## config.mk

```make
export PLATFORM = sky130hd
export DESIGN_NAME = json_string_unescape
export DESIGN_NICKNAME = d
export VERILOG_FILES = /design/src/rtl/core/jsu_pkg.sv /design/src/rtl/core/jsu_front.sv /design/src/rtl/core/jsu_queue.sv /design/src/rtl/core/jsu_back.sv /design/src/rtl/core/json_string_unescape.sv
export SDC_FILE = /design/constraint.sdc
export NUM_CORES = 1
export LEC_CHECK = 0
export BUFFER_PORTS_ARGS = -buffer_cell sky130_fd_sc_hd__buf_2
export CORE_MARGIN = 1
export CORE_UTILIZATION = 45
export CTS_CLUSTER_SIZE = 40
export DETAILED_ROUTE_END_ITERATION = 6
export PLACE_DENSITY = 0.7
export SYNTH_ARGS = -nofsm -noshare
export SYNTH_HDL_FRONTEND = slang
export SYNTH_SLANG_ARGS = --single-unit
```

## constraint.sdc

```tcl
create_clock -name clk_i -period 5.16 [get_ports clk_i]
set_clock_uncertainty 0.05 [all_clocks]
set_input_delay 0 -clock clk_i [delete_from_list [all_inputs] [get_ports clk_i]]
set_output_delay 0 -clock clk_i [all_outputs]
set_load 0.005 [all_outputs]
```

## src/rtl/core/jsu_pkg.sv

```systemverilog
// Package for the JSON string unescape block: payload types, escape codes
// and the decode helpers used by the front end.
// No dependencies.
package jsu_pkg;

  localparam int unsigned QueueDepth = 2;

  localparam logic [1:0] MODE_NORMAL = 2'd0;
  localparam logic [1:0] MODE_ESC    = 2'd1;
  localparam logic [1:0] MODE_HEX    = 2'd2;

  localparam logic [7:0] CH_BSLASH = 8'h5C;
  localparam logic [7:0] CH_QUOTE  = 8'h22;
  localparam logic [7:0] CH_SLASH  = 8'h2F;
  localparam logic [7:0] CH_B      = 8'h62;
  localparam logic [7:0] CH_F      = 8'h66;
  localparam logic [7:0] CH_N      = 8'h6E;
  localparam logic [7:0] CH_R      = 8'h72;
  localparam logic [7:0] CH_T      = 8'h74;
  localparam logic [7:0] CH_U      = 8'h75;
  localparam logic [7:0] CODE_BS   = 8'h08;
  localparam logic [7:0] CODE_FF   = 8'h0C;
  localparam logic [7:0] CODE_LF   = 8'h0A;
  localparam logic [7:0] CODE_CR   = 8'h0D;
  localparam logic [7:0] CODE_TAB  = 8'h09;

  typedef struct packed {
    logic [7:0] in_byte;
    logic       in_last;
  } in_word_t;

  typedef struct packed {
    logic [7:0] out_byte;
    logic       run_last;
  } out_word_t;

  // up to three decoded bytes from one input word; num is 1..3 when queued
  typedef struct packed {
    logic [1:0]      num;
    logic [2:0][7:0] data;
  } batch_t;

  typedef struct packed {
    logic       ok;
    logic [7:0] code;
  } esc_t;

  function automatic esc_t map_escape(logic [7:0] c);
    esc_t r;
    r.ok   = 1'b1;
    r.code = c;
    case (c)
      CH_QUOTE, CH_BSLASH, CH_SLASH: r.code = c;
      CH_B:    r.code = CODE_BS;
      CH_F:    r.code = CODE_FF;
      CH_N:    r.code = CODE_LF;
      CH_R:    r.code = CODE_CR;
      CH_T:    r.code = CODE_TAB;
      default: r.ok = 1'b0;
    endcase
    return r;
  endfunction

  function automatic logic [3:0] hex_value(logic [7:0] c);
    logic [3:0] v;
    v = 4'd0;
    if (c inside {[8'h30:8'h39]}) begin
      v = c[3:0];
    end else if (c inside {[8'h61:8'h66]}) begin
      v = c[3:0] + 4'd9;
    end
    return v;
  endfunction

  // decode the held \u bytes as the tail of a string (cnt is 1..3)
  function automatic batch_t flush_held(logic [1:0] cnt, logic [2:0][7:0] h);
    batch_t r;
    esc_t   e;
    r = '0;
    if (h[0] == CH_BSLASH && cnt > 2'd1) begin
      e = map_escape(h[1]);
      if (e.ok) begin
        r.data[r.num] = e.code;
        r.num = r.num + 2'd1;
      end
      if (cnt > 2'd2) begin
        r.data[r.num] = h[2];
        r.num = r.num + 2'd1;
      end
    end else begin
      r.data[0] = h[0];
      r.num = 2'd1;
      if (cnt > 2'd1) begin
        if (h[1] == CH_BSLASH && cnt > 2'd2) begin
          e = map_escape(h[2]);
          if (e.ok) begin
            r.data[1] = e.code;
            r.num = 2'd2;
          end
        end else begin
          r.data[1] = h[1];
          r.num = 2'd2;
          if (cnt > 2'd2) begin
            r.data[2] = h[2];
            r.num = 2'd3;
          end
        end
      end
    end
    return r;
  endfunction

endpackage

```

## src/rtl/core/jsu_front.sv

```systemverilog
// Front end: escape state machine, one input word per cycle while accept_i
// is high. Produces a batch of 0..3 decoded bytes. Depends on jsu_pkg.
module jsu_front (
  input  logic              clk_i,
  input  logic              rst_ni,
  input  logic              accept_i,
  input  jsu_pkg::in_word_t in_i,
  output logic              batch_valid_o,
  output jsu_pkg::batch_t   batch_o
);
  import jsu_pkg::*;

  logic [1:0]      mode_q, mode_d;
  logic [1:0]      cnt_q, cnt_d;
  logic [7:0]      code_q, code_d;
  logic [2:0][7:0] held_q;
  logic [2:0][7:0] held_view;
  batch_t          batch;
  esc_t            esc;
  logic [7:0]      b;
  logic            last;

  assign b    = in_i.in_byte;
  assign last = in_i.in_last;
  assign esc  = map_escape(b);

  always_comb begin
    held_view = held_q;
    held_view[cnt_q] = b;
  end

  always_comb begin
    mode_d = mode_q;
    cnt_d  = cnt_q;
    code_d = code_q;
    batch  = '0;
    case (mode_q)
      MODE_ESC: begin
        mode_d = MODE_NORMAL;
        if (esc.ok) begin
          batch.num     = 2'd1;
          batch.data[0] = esc.code;
        end else if (b == CH_U && !last) begin
          mode_d = MODE_HEX;
          cnt_d  = 2'd0;
          code_d = 8'd0;
        end
      end
      MODE_HEX: begin
        code_d = {code_q[3:0], hex_value(b)};
        if (cnt_q == 2'd3) begin
          batch.num     = 2'd1;
          batch.data[0] = code_d;
          mode_d        = MODE_NORMAL;
          cnt_d         = 2'd0;
        end else begin
          cnt_d = cnt_q + 2'd1;
          if (last) begin
            batch = flush_held(cnt_q + 2'd1, held_view);
          end
        end
      end
      default: begin
        mode_d = MODE_NORMAL;
        if (b == CH_BSLASH && !last) begin
          mode_d = MODE_ESC;
        end else begin
          batch.num     = 2'd1;
          batch.data[0] = b;
        end
      end
    endcase
    if (last) begin
      mode_d = MODE_NORMAL;
      cnt_d  = 2'd0;
    end
  end

  always_ff @(posedge clk_i or negedge rst_ni) begin
    if (!rst_ni) begin
      mode_q <= MODE_NORMAL;
      cnt_q  <= 2'd0;
      code_q <= 8'd0;
    end else if (accept_i) begin
      mode_q <= mode_d;
      cnt_q  <= cnt_d;
      code_q <= code_d;
    end
  end

  // held digits are only read after being written in the same \u run
  always_ff @(posedge clk_i) begin
    if (accept_i && mode_q == MODE_HEX && cnt_q != 2'd3) begin
      held_q[cnt_q] <= b;
    end
  end

  assign batch_valid_o = accept_i && (batch.num != 2'd0);
  assign batch_o       = batch;

endmodule

```

## src/rtl/core/jsu_queue.sv

```systemverilog
// Short register queue of decoded batches between front and back end.
// Depends on jsu_pkg.
module jsu_queue #(
  parameter int unsigned Depth = jsu_pkg::QueueDepth
) (
  input  logic            clk_i,
  input  logic            rst_ni,
  input  logic            push_i,
  input  jsu_pkg::batch_t data_i,
  input  logic            pop_i,
  output jsu_pkg::batch_t data_o,
  output logic            full_o,
  output logic            empty_o
);
  import jsu_pkg::*;

  localparam int unsigned PtrW = (Depth > 1) ? $clog2(Depth) : 1;
  localparam int unsigned CntW = $clog2(Depth + 1);
  localparam logic [PtrW-1:0] LastPtr = PtrW'(Depth - 1);

  batch_t          mem_q [Depth];
  logic [PtrW-1:0] wptr_q, rptr_q;
  logic [CntW-1:0] count_q;
  logic            do_push, do_pop;

  assign full_o  = (count_q == CntW'(Depth));
  assign empty_o = (count_q == '0);
  assign do_push = push_i && !full_o;
  assign do_pop  = pop_i && !empty_o;
  assign data_o  = mem_q[rptr_q];

  always_ff @(posedge clk_i or negedge rst_ni) begin
    if (!rst_ni) begin
      wptr_q  <= '0;
      rptr_q  <= '0;
      count_q <= '0;
    end else begin
      if (do_push) begin
        wptr_q <= (wptr_q == LastPtr) ? '0 : wptr_q + PtrW'(1);
      end
      if (do_pop) begin
        rptr_q <= (rptr_q == LastPtr) ? '0 : rptr_q + PtrW'(1);
      end
      if (do_push && !do_pop) begin
        count_q <= count_q + CntW'(1);
      end else if (do_pop && !do_push) begin
        count_q <= count_q - CntW'(1);
      end
    end
  end

  always_ff @(posedge clk_i) begin
    if (do_push) begin
      mem_q[wptr_q] <= data_i;
    end
  end

endmodule

```

## src/rtl/core/jsu_back.sv

```systemverilog
// Back end: walks the head batch of the queue one byte per pop and marks
// the last byte of each batch. Depends on jsu_pkg.
module jsu_back (
  input  logic               clk_i,
  input  logic               rst_ni,
  input  jsu_pkg::batch_t    head_i,
  input  logic               head_empty_i,
  input  logic               pop_i,
  output logic               head_pop_o,
  output jsu_pkg::out_word_t out_o
);
  import jsu_pkg::*;

  logic [1:0] idx_q;
  logic       at_end;
  logic       take;

  assign at_end         = (idx_q == head_i.num - 2'd1);
  assign take           = pop_i && !head_empty_i;
  assign head_pop_o     = take && at_end;
  assign out_o.out_byte = head_i.data[idx_q];
  assign out_o.run_last = at_end;

  always_ff @(posedge clk_i or negedge rst_ni) begin
    if (!rst_ni) begin
      idx_q <= 2'd0;
    end else if (take) begin
      idx_q <= at_end ? 2'd0 : idx_q + 2'd1;
    end
  end

endmodule

```

## src/rtl/core/json_string_unescape.sv

```systemverilog
// Top level of the JSON string unescape block.
// Depends on jsu_pkg, jsu_front, jsu_queue and jsu_back.
//
// Usage:
//   Input queue side: drive in_i (raw byte plus end-of-string flag) and
//   push; a word is taken at a clock edge with push high and full low.
//   Output queue side: while empty is low, out_o shows the oldest decoded
//   byte; it is taken at a clock edge with pop high. run_last marks the
//   final byte produced by one input byte.
//   Decoded bytes are registered in the batch queue before they reach out_o.
//   Throughput: one input byte per cycle while each byte yields at most
//   one result and pop keeps up; a string that ends inside \u can yield up
//   to three bytes, which drain from the batch queue (QueueDepth batches)
//   at one per cycle while pop is high and hold off input once it fills.
//   Escape bytes, \u digits and unknown escapes give no output of their own.
//   Reset (rst_ni low) clears the decoder state and the queue; no output
//   is pending afterwards. If the receiver stalls, the result stays on
//   out_o and full rises once the queue fills.
module json_string_unescape #(
  parameter int unsigned QDepth = jsu_pkg::QueueDepth
) (
  input  logic               clk_i,
  input  logic               rst_ni,
  input  jsu_pkg::in_word_t  in_i,
  input  logic               push,
  output logic               full,
  output jsu_pkg::out_word_t out_o,
  output logic               empty,
  input  logic               pop
);
  import jsu_pkg::*;

  logic   accept;
  logic   batch_valid;
  batch_t batch;
  batch_t head;
  logic   head_pop;

  assign accept = push && !full;

  jsu_front u_front (
    .clk_i         (clk_i),
    .rst_ni        (rst_ni),
    .accept_i      (accept),
    .in_i          (in_i),
    .batch_valid_o (batch_valid),
    .batch_o       (batch)
  );

  jsu_queue #(
    .Depth (QDepth)
  ) u_queue (
    .clk_i   (clk_i),
    .rst_ni  (rst_ni),
    .push_i  (batch_valid),
    .data_i  (batch),
    .pop_i   (head_pop),
    .data_o  (head),
    .full_o  (full),
    .empty_o (empty)
  );

  jsu_back u_back (
    .clk_i        (clk_i),
    .rst_ni       (rst_ni),
    .head_i       (head),
    .head_empty_i (empty),
    .pop_i        (pop),
    .head_pop_o   (head_pop),
    .out_o        (out_o)
  );

endmodule

```

# Word level (Yosys, flattened, before mapping)
# Memories as Yosys holds them, arrays and structs flattened.
# Cells that the tools add are included.
[word_totals] inputBits=13 ff_bits=38 wordCells=179 romBits=0 ramBits=52 latchBits=0 mem_count=1
[op_classes] multipliers=0 shifts=0 n_lt_le_gt_ge=11 div=0 add_sub_neg=9 n_reduce_logical=34 n_bitwise=0 n_mux=77 eq_ne=37
[memory_table] memory="u_queue.mem_q" words=2 width=26 read_ports=1 rd_ports_with_merged_regs=0 wr=1 line_no="jsu_queue.sv:21" text="batch_t mem_q [Depth];"
[ops] operator="8-bit by 7-bit equality test with 1-bit output (second input constant)" count=20
[ops] operator="8-bit case mux with 5 select lines" count=3
[ops] operator="8-bit 2-to-1 mux" count=14
[ops] operator="26-bit 2-to-1 mux" count=3
[ops] operator="24-bit bitwise mux" count=2
[ops] operator="8-bit by 6-bit equality test with 1-bit output (second input constant)" count=6
[ops] operator="2-bit 2-to-1 mux" count=18
[ops] operator="8-bit demux with 2-bit select" count=2
[ops] operator="16-bit 2-to-1 mux" count=2
[ops] operator="8-bit OR reduction" count=3
[ops] operator="1-bit 2-to-1 mux" count=21
[ops] operator="1-bit logical AND" count=18
[ops] operator="18-bit 2-to-1 mux" count=1
[ops] operator="8-bit binary-select mux with 2-bit select" count=1
[ops] operator="4-bit 2-to-1 mux" count=4
[ops] operator="8-bit case mux with 2 select lines" count=1
[ops] operator="2-bit case mux with 2 select lines" count=3
[ops] operator="2-bit by 3-bit < comparator with 1-bit output (second input constant)" count=3
[ops] operator="9-bit 2-to-1 mux" count=1
[ops] operator="2-bit by 1-bit adder with 2-bit output (second input constant)" count=4
[ops] operator="8-bit by 6-bit greater-or-equal comparator with 1-bit output (second input constant)" count=1
[ops] operator="8-bit by 7-bit greater-or-equal comparator with 1-bit output (second input constant)" count=1
[ops] operator="8-bit by 6-bit <= comparator with 1-bit output (second input constant)" count=1
[ops] operator="8-bit by 7-bit <= comparator with 1-bit output (second input constant)" count=1
[ops] operator="other kinds (20)" count=34

# Longest topological paths before layout
# Gate-level depths: netlist (run 1).
[logic_depth] ltp_word=34 depth_mapped=17 mapped_depth_nobuf=15

# By module
# Synthesis (run 1) repeated with hierarchy kept, for this count alone.
[unflattened] hier_cells=523 area_unflattened_um2=5795.6
[modules_own_cells] mod="jsu_front" seq_area_each_um2=920.9 area_each_um2=3291.9 n_inst=1 cells_per_inst=378
[modules_own_cells] mod="jsu_queue" seq_area_each_um2=1661.6 area_each_um2=2173.3 n_inst=1 cells_per_inst=100
[modules_own_cells] mod="jsu_back" seq_area_each_um2=50.0 area_each_um2=316.6 n_inst=1 cells_per_inst=44
[modules_own_cells] mod="json_string_unescape" seq_area_each_um2=0.0 area_each_um2=13.8 n_inst=1 cells_per_inst=1

# Worst setup path before layout (run 1)
# No wires, ideal clock.
[synth_timing] path_type="flip-flop to flip-flop" from="register u_front.cnt_q[1]" to="memory u_queue.mem_q[0][0] (netlist name), enable pin" period_less_slack_ps=4051 setup_slack_ps=1109 required_time_ps=4694 t_arrival_ps=3585 path_buffers=2 setup_ps=416 stages_incl_launch_ff=13 cell_sequence="dfrtp_1 inv_1 ha_1 buf_4 mux2_2 and4_1 nand3b_2 nand4_1 buf_4 ha_1 o211a_1 a21oi_2 a21boi_1"
[synth_rtl] element="start: declaration" line_no="jsu_front.sv:14" text="logic [1:0] cnt_q, cnt_d;"
[synth_rtl] element="start signal: assignment" line_no="jsu_front.sv:86" text="cnt_q <= cnt_d;"
[synth_rtl] element="end: declaration" line_no="jsu_queue.sv:21"

==> out/results.tsv, run 1 <==
stage	metric	value	unit
run_status	status	completed	
yosys	synth_area	5630	um2
timing	setup_tns	0	ps
global_routing	grt_pass1_wl	22800	um
setup_path	startpoint_type	flip-flop	
power_and_ir_drop	total_power	2.20	mW
place	routabilityCongestion	0.947	
setup_path	critical_path_class	flip-flop to flip-flop	
yosys	ys.flop_type	edfxtp_1	
clocking	clk_latency	340	ps
yosys	netlist_instances	515	
floorplanning	start_util	46.5	%
layout	diodes	0	
setup_path	crit_path_end	u_queue.count_q[1]	
yosys	seq_area_frac_synth	46.8	%
timing	finalSetupViolations	0	
setup_path	cp_max_fo	11	
timing	drv_slew	0	
setup_path	worstPathArrival	4500	ps
yosys	synth_area_leader_cell	edfxtp_1	
timing	slew_headroom	44.7	%
layout	final_util	51.0	%
floorplanning	die_w	114	um
power_and_ir_drop	powerDensity	357	nW/um2
floorplanning	dieArea	13000	um2
clocking	cts_root_buffer	clkbuf_16	
power_and_ir_drop	ir_drop	0.169	mV
setup_path	crit_path_end_kind	flip-flop	
setup_path	r2r_start	u_front.cnt_q[1]	
routing	drtPass1Iterations	5	
routing	routed_wl	14700	um
worst_hold_path	min_path_type	input port to flip-flop	
yosys	yosys-top-cells-area	edfxtp_1 (41%), dfrtp_1 (6.2%), mux2_2 (3.4%)	
setup_path	r2r_slack	880	ps
setup_path	critPathSlowestCell	nand4_1	
setup_path	crit_start	u_front.cnt_q[1]	
place	dpl-instance-area	5850	um2
yosys	netlist_top_cells_count	edfxtp_1 (76), nand2_1 (38), nor2_1 (35)	
clocking	clock_path_buffers	2	
timing	layout_min_cycle_time	4280	ps
global_routing	grtUsageTotal	23.4	%
yosys	muxShareOfSynthArea	11.3	%
setup_path	r2r_cells	15	
yosys	yosysWarningCount	0	
clocking	numCtsBuffers	9	
routing	drc	0	
floorplanning	die_h	114	um
layout	final_cell_area	6170	um2
timing	rsz0062_at_grt	false	
global_routing	antenna_found_initial	0	
layout	n_fill_cell	1135	
yosys	synth_fa_ha_area_share	3.34	%
global_routing	gr-total-overflow	0	
yosys	ys_ff_latch	90	
floorplanning	design.core.area	12100	um2
layout	area_growth	9.74	%
yosys	synth_edf_count	76	
routing	ant_nets	0	
timing	max_freq	234	MHz
clocking	htreeDepth	3	
place	io_buffers	23	
yosys	synth_top_family_by_area	simple AND/OR/NAND/NOR gates	
global_routing	grt_pass1_vias	4181	
yosys	ys_async_sr_fraction	15.6	%
routing	dr_total_vias	4336	
routing	first_iter_violations	474	
yosys	synthDistinctLibCells	88	
timing	worst_pin_slew	826	ps
setup_path	cp_data_required_time	5380	ps
job	cap_violations	0	
setup_path	critPathMaxStageDelay	500	ps
place	hpwl	10600	um
floorplanning	ios	24	
setup_path	r2r-end	u_queue.count_q[1]	
yosys	syn_avg_cell_area	10.9	um2
clocking	clkTransAtPathRegs	70	ps
yosys	synth-xor-area-share	1.40	%
floorplanning	fp-row-count	40	
yosys	synth_compound_area_share	15.6	%
setup_path	crit_top_cell	ha_1	
clocking	cts_tree	yes	
yosys	synth_most_common_cell	edfxtp_1	
routing	vias_per_cell	6.19	
layout	fin_nets	556	
yosys	synthesis.nets	543	
power_and_ir_drop	static-leakage-power	2.19	nW
routing	routedWlPerCell	21.0	um
timing	finalCritPeriodShare	83.0	%
timing	hold_viol	0	
setup_path	crit_chain	inv_1 -> ha_1 -> mux2i_4 -> inv_2 -> and3_1 -> o211ai_1 -> nand4_1 -> ha_1 -> o211a_1 -> a21oi_2 -> a21oi_1 -> ha_1 -> xor2_1 -> nor2_1 -> xor2_1	
clocking	clkSinkCount	90	
yosys	yosys.area_share.simple	16.3	%
global_routing	grt_max_degree	27	
yosys	synth_top_area_share	40.6	%
layout	drive_gt1_share	18.6	%
==> where the power goes <==
part	internal (mW)	switching, mW
Sequential	0.915	0.0646
Clock	0.385	0.299
Combinational	0.253	0.287
Total	1.55	0.650
==> final cells by class <==
type | count | area (um2) | area share, %
Timing Repair Buffer | 31 | 180 | 2.92
Clock inverter | 7 | 81.3 | 1.32
Multi-Input combinational cell | 360 | 2710 | 43.9
Inverter | 36 | 135 | 2.19
Tap cell | 168 | 210 | 3.40
Clock buffer | 9 | 225 | 3.65
Sequential cell | 90 | 2630 | 42.6
==> through the flow <==
step | hold WS, ps | std cells | setup WS [ps]
final | 38.1 | 701 | 878
after global routing | 75.5 | 701 | 676
after CTS | 35.5 | 701 | 955
after detailed placement | -110 | 683 | 987
after global placement | -124 | 683 | 1210
after floorplan | -346 | 515 | 1110
==> worst max-delay path, delay by kind of cell (launching register included) <==
family | cells | cell delay [ps]
adders and majority gates | 3 | 1090
AOI/OAI and AO/OA | 4 | 920
and+or+nand+nor | 3 | 780
DFF | 1 | 420
muxes | 1 | 400
xor gates and xnor gates | 2 | 290
buffers and inverters | 2 | 250
==> layer usage <==
| layer | share of wire [%] | global-route usage [%] |
|---|---|---|
| met5 | 0 | 0 |
| met4 | 1.2 | 5.97 |
| met3 | 7.6 | 5.37 |
| met2 | 47 | 37.8 |
| met1 | 44 | 31.8 |
==> layout by cell type, fill, tap and decap left out, types with 3 or more instances in the layout <==
| master | count |
|---|---|
| nor2b_1 | 7 |
| o21ai_1 | 5 |
| buf_2 | 23 |
| inv_6 | 4 |
| a32oi_1 | 3 |
| nor2_1 | 35 |
| or3b_2 | 3 |
| nor3b_1 | 3 |
| o21ai_0 | 18 |
| ha_1 | 15 |
| xnor2_1 | 3 |
| mux4_2 | 8 |
| nor3_1 | 9 |
| mux2i_1 | 18 |
| o21ai_2 | 3 |
| and2_1 | 6 |
| a22oi_1 | 5 |
| mux2_2 | 17 |
| a21oi_1 | 22 |
| dfrtp_1 | 14 |
| and3_1 | 5 |
| a211oi_1 | 3 |
| nand2_1 | 38 |
| o22ai_1 | 9 |
| a22o_1 | 3 |
| edfxtp_1 | 76 |
| buf_4 | 6 |
| nand3_1 | 20 |
| inv_1 | 34 |
| o211ai_1 | 12 |
| clkbuf_16 | 9 |
| o31ai_1 | 3 |
| nand2b_1 | 8 |
| a31oi_1 | 4 |
| xor2_1 | 6 |
| nand4_1 | 9 |
==> flip-flops by register name, summed over array words and instances, names as in the netlist <==
signal           cells
u_back.idx_q         2
u_front.cnt_q        2
u_front.code_q       4
u_front.held_q      24
u_front.mode_q       2
u_queue.count_q      2
u_queue.mem_q       52
u_queue.rptr_q       1
u_queue.wptr_q       1
==> worst min-delay path by stage <==
stage	from	endpoint	slack (ps)	depth (start not counted)
after floorplan	rst_ni	u_back.idx_q[0]	-350	0
after global placement	rst_ni	u_front.code_q[2]	-120	1
after detailed placement	rst_ni	u_front.code_q[2]	-110	1
after CTS	pop	u_back.idx_q[0]	40	3
after global routing	in_i[0]	u_front.mode_q[1]	80	3
final	pop	u_back.idx_q[0]	40	3
==> logic make-up (layout without fill, tap and decap cells) <==
logic type	Yosys count	count (layout)
compound gates	121	121
xor+xnor	9	9
fa+ha+maj	15	15
buf+inv	65	83
flops	90	90
mux	48	48
simple gates	167	167
==> what timing repair did <==
| action | CTS | global route |
|---|---|---|
| buffers inserted | 0 | 0 |
| endpoints found under the hold margin | 15 | 0 |
| gates resized for setup | 0 | 0 |
| hold buffers | 2 | 0 |
Note: power is estimated with default switching activity, not from simulation.
==> run 2, diff against run 1 <==
clock period = 4.3 ns   (was 5.16 ns; I/O delays follow)
==> out/results.tsv, run 2 (synthesized netlist as in run 1, its figures left out) <==
stage	metric	value	unit	change
layout	multi_input_area	2710	um2	unchanged
layout	n_fill_cell	1087		was 1135
timing	slew_headroom	19.7	%	was 44.7%
run_status	status	completed		unchanged
timing	max_freq	267	MHz	was 234 MHz
timing	hold_viol	0		unchanged
floorplanning	ios	24		unchanged
global_routing	grt_pass1_vias	4093		was 4181
place	routabilityCongestion	0.955		was 0.947
global_routing	antenna_found_initial	0		unchanged
setup_path	r2r-end	u_queue.count_q[1]		unchanged
routing	first_iter_violations	526		was 474
routing	ant_nets	0		unchanged
routing	dr_total_vias	4270		was 4336
timing	finalSetupViolations	0		unchanged
layout	diodes	0		unchanged
clocking	clock_path_buffers	2		unchanged
clocking	cts_tree	yes		unchanged
timing	worst_pin_slew	1200	ps	was 826 ps
layout	largest_register_ffs	52		unchanged
layout	final_util	51.1	%	was 51.0%
layout	final_cell_mix	edfxtp_1 (76), nand2_1 (38), nor2_1 (35)		unchanged
setup_path	cp_max_fo	9		was 11
layout	reg_top3	u_queue.mem_q x52, u_front.held_q x24, u_front.code_q x4		unchanged
floorplanning	die_w	114	um	unchanged
routing	vias_per_cell	6.05		was 6.19
global_routing	gr-total-overflow	0		unchanged
job	cap_violations	0		unchanged
layout	instances_no_fill	706		was 701
floorplanning	die_h	114	um	unchanged
clocking	numCtsBuffers	9		unchanged
routing	routedWlPerCell	20.5	um	was 21.0 um
clocking	clkSinkCount	90		unchanged
routing	drtPass1Iterations	6		was 5
power_and_ir_drop	ir_drop	0.170	mV	was 0.169 mV
clocking	htreeDepth	3		unchanged
clocking	ctsResizeCount	0		unchanged
setup_path	r2r_slack	560	ps	was 880 ps
floorplanning	dieArea	13000	um2	unchanged
setup_path	r2r_cells	14		was 15
timing	finalCritPeriodShare	87.1	%	was 83.0%
setup_path	startpoint_type	flip-flop		unchanged
clocking	cts_setup_buffers	0		unchanged
floorplanning	start_util	46.5	%	unchanged
global_routing	grt_max_degree	27		unchanged
timing	rsz0062_at_grt	false		unchanged
power_and_ir_drop	static-leakage-power	2.20	nW	was 2.19 nW
clocking	cts_root_buffer	clkbuf_16		unchanged
global_routing	grtUsageTotal	23.3	%	was 23.4%
clocking	clkTransAtPathRegs	70	ps	about the same
floorplanning	fp-row-count	40		unchanged
layout	area_growth	9.96	%	was 9.74%
layout	drive_gt1_share	19.1	%	was 18.6%
layout	largest_register	u_queue.mem_q		unchanged
worst_hold_path	min_path_type	input port to async pin		was input port to flip-flop
setup_path	worstPathArrival	3960	ps	was 4500 ps
layout	seq_area	2630	um2	unchanged
timing	timing.hold.ws	38.8	ps	was 38.1 ps
routing	routed_wl	14400	um	was 14700 um
layout	layout_commonest_cell	edfxtp_1		unchanged
clocking	cts_hold_buf	2		unchanged
setup_path	crit_path_end	u_queue.count_q[1]		unchanged
setup_path	crit_path_end_kind	flip-flop		unchanged
clocking	clk_latency	350	ps	was 340 ps
layout	fin_nets	561		was 556
setup_path	critical_path_class	flip-flop to flip-flop		unchanged
setup_path	r2r_start	u_front.cnt_q[1]		unchanged
setup_path	cp_data_required_time	4520	ps	was 5380 ps
timing	drv_slew	0		unchanged
place	place_inst	688		was 683
routing	drc	0		unchanged
place	hpwl	10600	um	about the same
place	io_buffers	23		unchanged
timing	setup_tns	0	ps	unchanged
setup_path	crit_start	u_front.cnt_q[1]		unchanged
floorplanning	design.core.area	12100	um2	unchanged
power_and_ir_drop	powerDensity	417	nW/um2	was 357 nW/um2
timing	layout_min_cycle_time	3740	ps	was 4280 ps
global_routing	grt_pass1_wl	22600	um	was 22800 um
run 2: area by class of cell:
| class | instances | area share [%] |
|---|---|---|
| timing repair buffer | 36 | 3.52 |
| inverter | 36 | 2.18 |
| clock buffer | 11 | 3.92 |
| multi-input combinational | 360 | 43.8 |
| clock inverter | 5 | 0.627 |
| tap | 168 | 3.40 |
| sequential | 90 | 42.5 |
run 2: critical path, stage by stage (launching register included):
cell	delay [ps]
dfrtp_1	420
inv_1	140
ha_1	410
mux2i_1	330
inv_1	140
and3_1	200
o211ai_1	220
nand4_1	180
ha_1	300
o211a_1	270
a21oi_2	280
a21oi_1	120
ha_1	320
nor2_1	140
xor2_1	150
run 2: how the worst min path moves through the flow:
stage / endpoint / startpoint / cells after the start
2_1_floorplan: u_back.idx_q[0] / rst_ni / 0
3_3_place_gp: u_front.code_q[2] / rst_ni / 1
3_5_place_dp: u_front.code_q[2] / rst_ni / 1
4_1_cts: u_front.mode_q[1] / in_i[0] / 3
5_1_grt: u_front.code_q[1] / rst_ni / 2
6_report: u_front.code_q[2] / rst_ni / 2
run 2: layer usage:
layer | vias to the layer above | wire length, um | track usage [%]
li1 | 2001 | - | -
met1 | 2060 | 6510 | 32.4
met2 | 193 | 6710 | 37.2
met3 | 16 | 1060 | 5.21
met4 | 0 | 163 | 5.63
met5 | - | 0 | 0
run 2: through the flow:
| stage | total power, mW | cell area, um2 | setup WS (ps) |
|---|---|---|---|
| floorplan | 1.65 | 5630 | 249 |
| global placement | 1.83 | 5890 | 723 |
| detailed placement | 1.85 | 5890 | 581 |
| CTS | 2.60 | 6190 | 553 |
| global route | 2.71 | 6190 | 233 |
| finish | 2.58 | 6190 | 556 |
run 2: power by group:
group	switching, mW	leakage (nW)	internal (mW)
Combinational	0.319	1.20	0.304
Clock	0.342	0.136	0.411
Sequential	0.105	0.860	1.10
==> run 3, diff against run 2 <==
CORE_UTILIZATION = 30   (was 45)
PLACE_DENSITY = 0.54   (was 0.7)
==> out/results.tsv, run 3 (synthesized netlist as in run 1, its figures left out) <==
stage	metric	value	unit	change
run_status	status	completed		unchanged
clocking	numCtsBuffers	9		unchanged
timing	worst_pin_slew	896	ps	was 1200 ps
setup_path	critPathMaxStageDelay	510	ps	was 420 ps
clocking	clkTransAtPathRegs	70	ps	about the same
global_routing	grtUsageTotal	16.3	%	was 23.3%
layout	instances_no_fill	765		was 706
floorplanning	die_h	139	um	was 114 um
timing	layout_min_cycle_time	3840	ps	was 3740 ps
global_routing	antenna_found_initial	0		unchanged
routing	met3_length	805	um	was 1060 um
layout	n_fill_cell	1800		was 1087
power_and_ir_drop	ir_drop	0.194	mV	was 0.170 mV
timing	rsz0062_at_grt	false		unchanged
floorplanning	fp-row-count	49		was 40
setup_path	crit_top_cell	ha_1		unchanged
global_routing	grt_pass1_vias	4194		was 4093
layout	fin_nets	559		was 561
global_routing	gr-total-overflow	0		unchanged
timing	setup_tns	0	ps	unchanged
floorplanning	dieArea	19300	um2	was 13000 um2
floorplanning	ios	24		unchanged
layout	final_cell_mix	edfxtp_1 (76), nand2_1 (38), nor2_1 (35)		unchanged
place	dpl-instance-area	5950	um2	was 5890 um2
job	cap_violations	0		unchanged
global_routing	grt_pass1_wl	23900	um	was 22600 um
clocking	ctsResizeCount	0		unchanged
routing	maxUsedRoutingLayer	met4		unchanged
setup_path	cp_data_required_time	4530	ps	was 4520 ps
floorplanning	die_w	139	um	was 114 um
clocking	htreeDepth	3		unchanged
place	hpwl	11300	um	was 10600 um
timing	drv_slew	0		unchanged
layout	drive_gt1_share	19.0	%	was 19.1%
timing	finalCritPeriodShare	89.3	%	was 87.1%
routing	first_iter_violations	360		was 526
setup_path	crit_path_end_kind	flip-flop		unchanged
timing	finalSetupViolations	0		unchanged
power_and_ir_drop	powerDensity	429	nW/um2	was 417 nW/um2
setup_path	crit_chain	inv_1 -> ha_1 -> mux2i_1 -> and4_1 -> nand3b_2 -> nand4_1 -> ha_1 -> o211a_1 -> a21oi_2 -> a21oi_1 -> ha_1 -> xor2_1 -> nor2_1 -> xor2_1		was inv_1 -> ha_1 -> mux2i_1 -> inv_1 -> and3_1 -> o211ai_1 -> nand4_1 -> ha_1 -> o211a_1 -> a21oi_2 -> a21oi_1 -> ha_1 -> nor2_1 -> xor2_1
routing	dr_wl_met2	7060	um	was 6710 um
layout	layout_commonest_cell	edfxtp_1		unchanged
timing	hold_viol	0		unchanged
routing	drt-met1-wl	7220	um	was 6510 um
setup_path	worstPathArrival	4070	ps	was 3960 ps
setup_path	startpoint_type	flip-flop		unchanged
place	io_buffers	23		unchanged
routing	ant_nets	0		unchanged
layout	area_growth	11.8	%	was 9.96%
routing	vias_per_cell	5.65		was 6.05
clocking	cts_root_buffer	clkbuf_16		unchanged
layout	final_util	34.7	%	was 51.1%
routing	routedWlPerCell	20.0	um	was 20.5 um
layout	reg_top3	u_queue.mem_q x52, u_front.held_q x24, u_front.code_q x4		unchanged
timing	max_freq	260	MHz	was 267 MHz
timing	timing.hold.ws	28.7	ps	was 38.8 ps
layout	final_cell_area	6290	um2	was 6190 um2
clocking	clkSinkCount	90		unchanged
clocking	cts_tree	yes		unchanged
routing	routed_wl	15300	um	was 14400 um
global_routing	grt_max_degree	27		unchanged
power_and_ir_drop	static-leakage-power	2.21	nW	was 2.20 nW
worst_hold_path	min_path_type	input port to flip-flop		was input port to async pin
layout	largest_register	u_queue.mem_q		unchanged
clocking	clk_latency	360	ps	was 350 ps
layout	diodes	0		unchanged
place	place_inst	748		was 688
routing	drc	0		unchanged
setup_path	critical_path_class	flip-flop to flip-flop		unchanged
place	routabilityCongestion	0.923		was 0.955
floorplanning	design.core.area	18100	um2	was 12100 um2
timing	slew_headroom	39.5	%	was 19.7%
layout	largest_register_ffs	52		unchanged
setup_path	cp_max_fo	8		was 9
routing	drtPass1Iterations	7		was 6
clocking	clock_path_buffers	2		unchanged
setup_path	critPathSlowestCell	mux2i_1		was dfrtp_1
routing	dr_total_vias	4324		was 4270
floorplanning	start_util	31.0	%	was 46.5%
-- run 3: changes by cell type in the layout (fill, tap and decap cells not counted) --
cell and delta:
clkinv_4 -2, inv_8 +1, buf_4 -1, clkinv_2 -1, bufinv_16 +2, inv_6 +1
clkbuf_8 -1, dlygate4sd3_1 -1
-- run 3: cell type report --
class / instances / area (um2) / share of cell area [%]
inverter: 36 / 135 / 2.15
tap: 229 / 287 / 4.56
clock buffer: 10 / 229 / 3.64
sequential: 90 / 2630 / 41.9
timing repair buffer: 34 / 200 / 3.18
multi-input combinational: 360 / 2710 / 43.1
clock inverter: 6 / 96.3 / 1.53
-- run 3: per-stage QoR --
stage / power, mW / setup WS (ps)
CTS: 2.74 / 478
finish: 2.70 / 461
global placement: 1.85 / 620
detailed placement: 1.86 / 500
global route: 2.84 / 129
floorplan: 1.65 / 249
-- run 3: worst paths after layout --
check | startpoint | end | slack (ps) | depth (start not counted)
max in group asynchronous | rst_ni | u_back.idx_q[0] | 3880 | 2
setup reg to reg | u_front.cnt_q[1] | u_queue.count_q[1] | 460 | 14
min in group asynchronous | rst_ni | u_back.idx_q[1] | 50 | 2
hold reg to reg | u_front.code_q[3] | u_front.code_q[3] | 450 | 2
setup / recovery | u_front.cnt_q[1] | u_queue.count_q[1] | 460 | 14
hold / removal | pop | u_back.idx_q[1] | 30 | 4
-- run 3: critical path: cells and delay by family (launching register included) --
kind / cells / cell delay (ps)
buf+inv: 1 / 140
compound gates: 3 / 700
simple gates: 4 / 810
flops: 1 / 410
xor+xnor: 2 / 290
mux: 1 / 510
fa+ha+maj: 3 / 840
-- run 3: where the power goes --
group / leakage, nW / switching [mW] / internal (mW) / total, mW
sequential: 0.860 / 0.0788 / 1.10 / 1.18
combinational: 1.19 / 0.349 / 0.304 / 0.653
clock: 0.156 / 0.350 / 0.518 / 0.868
-- run 3: metal layers --
| layer | track usage [%] | up-vias |
|---|---|---|
| met5 | 0 | - |
| met4 | 5.09 | 0 |
| met3 | 3.11 | 24 |
| met2 | 26.0 | 155 |
| met1 | 22.5 | 2160 |
| li1 | - | 1985 |
-- run 3: what timing repair did --
item                                   in CTS  in global routing
buffers inserted                            0                  0
hold buffers                                1                  0
endpoints found under the hold margin      14                  0
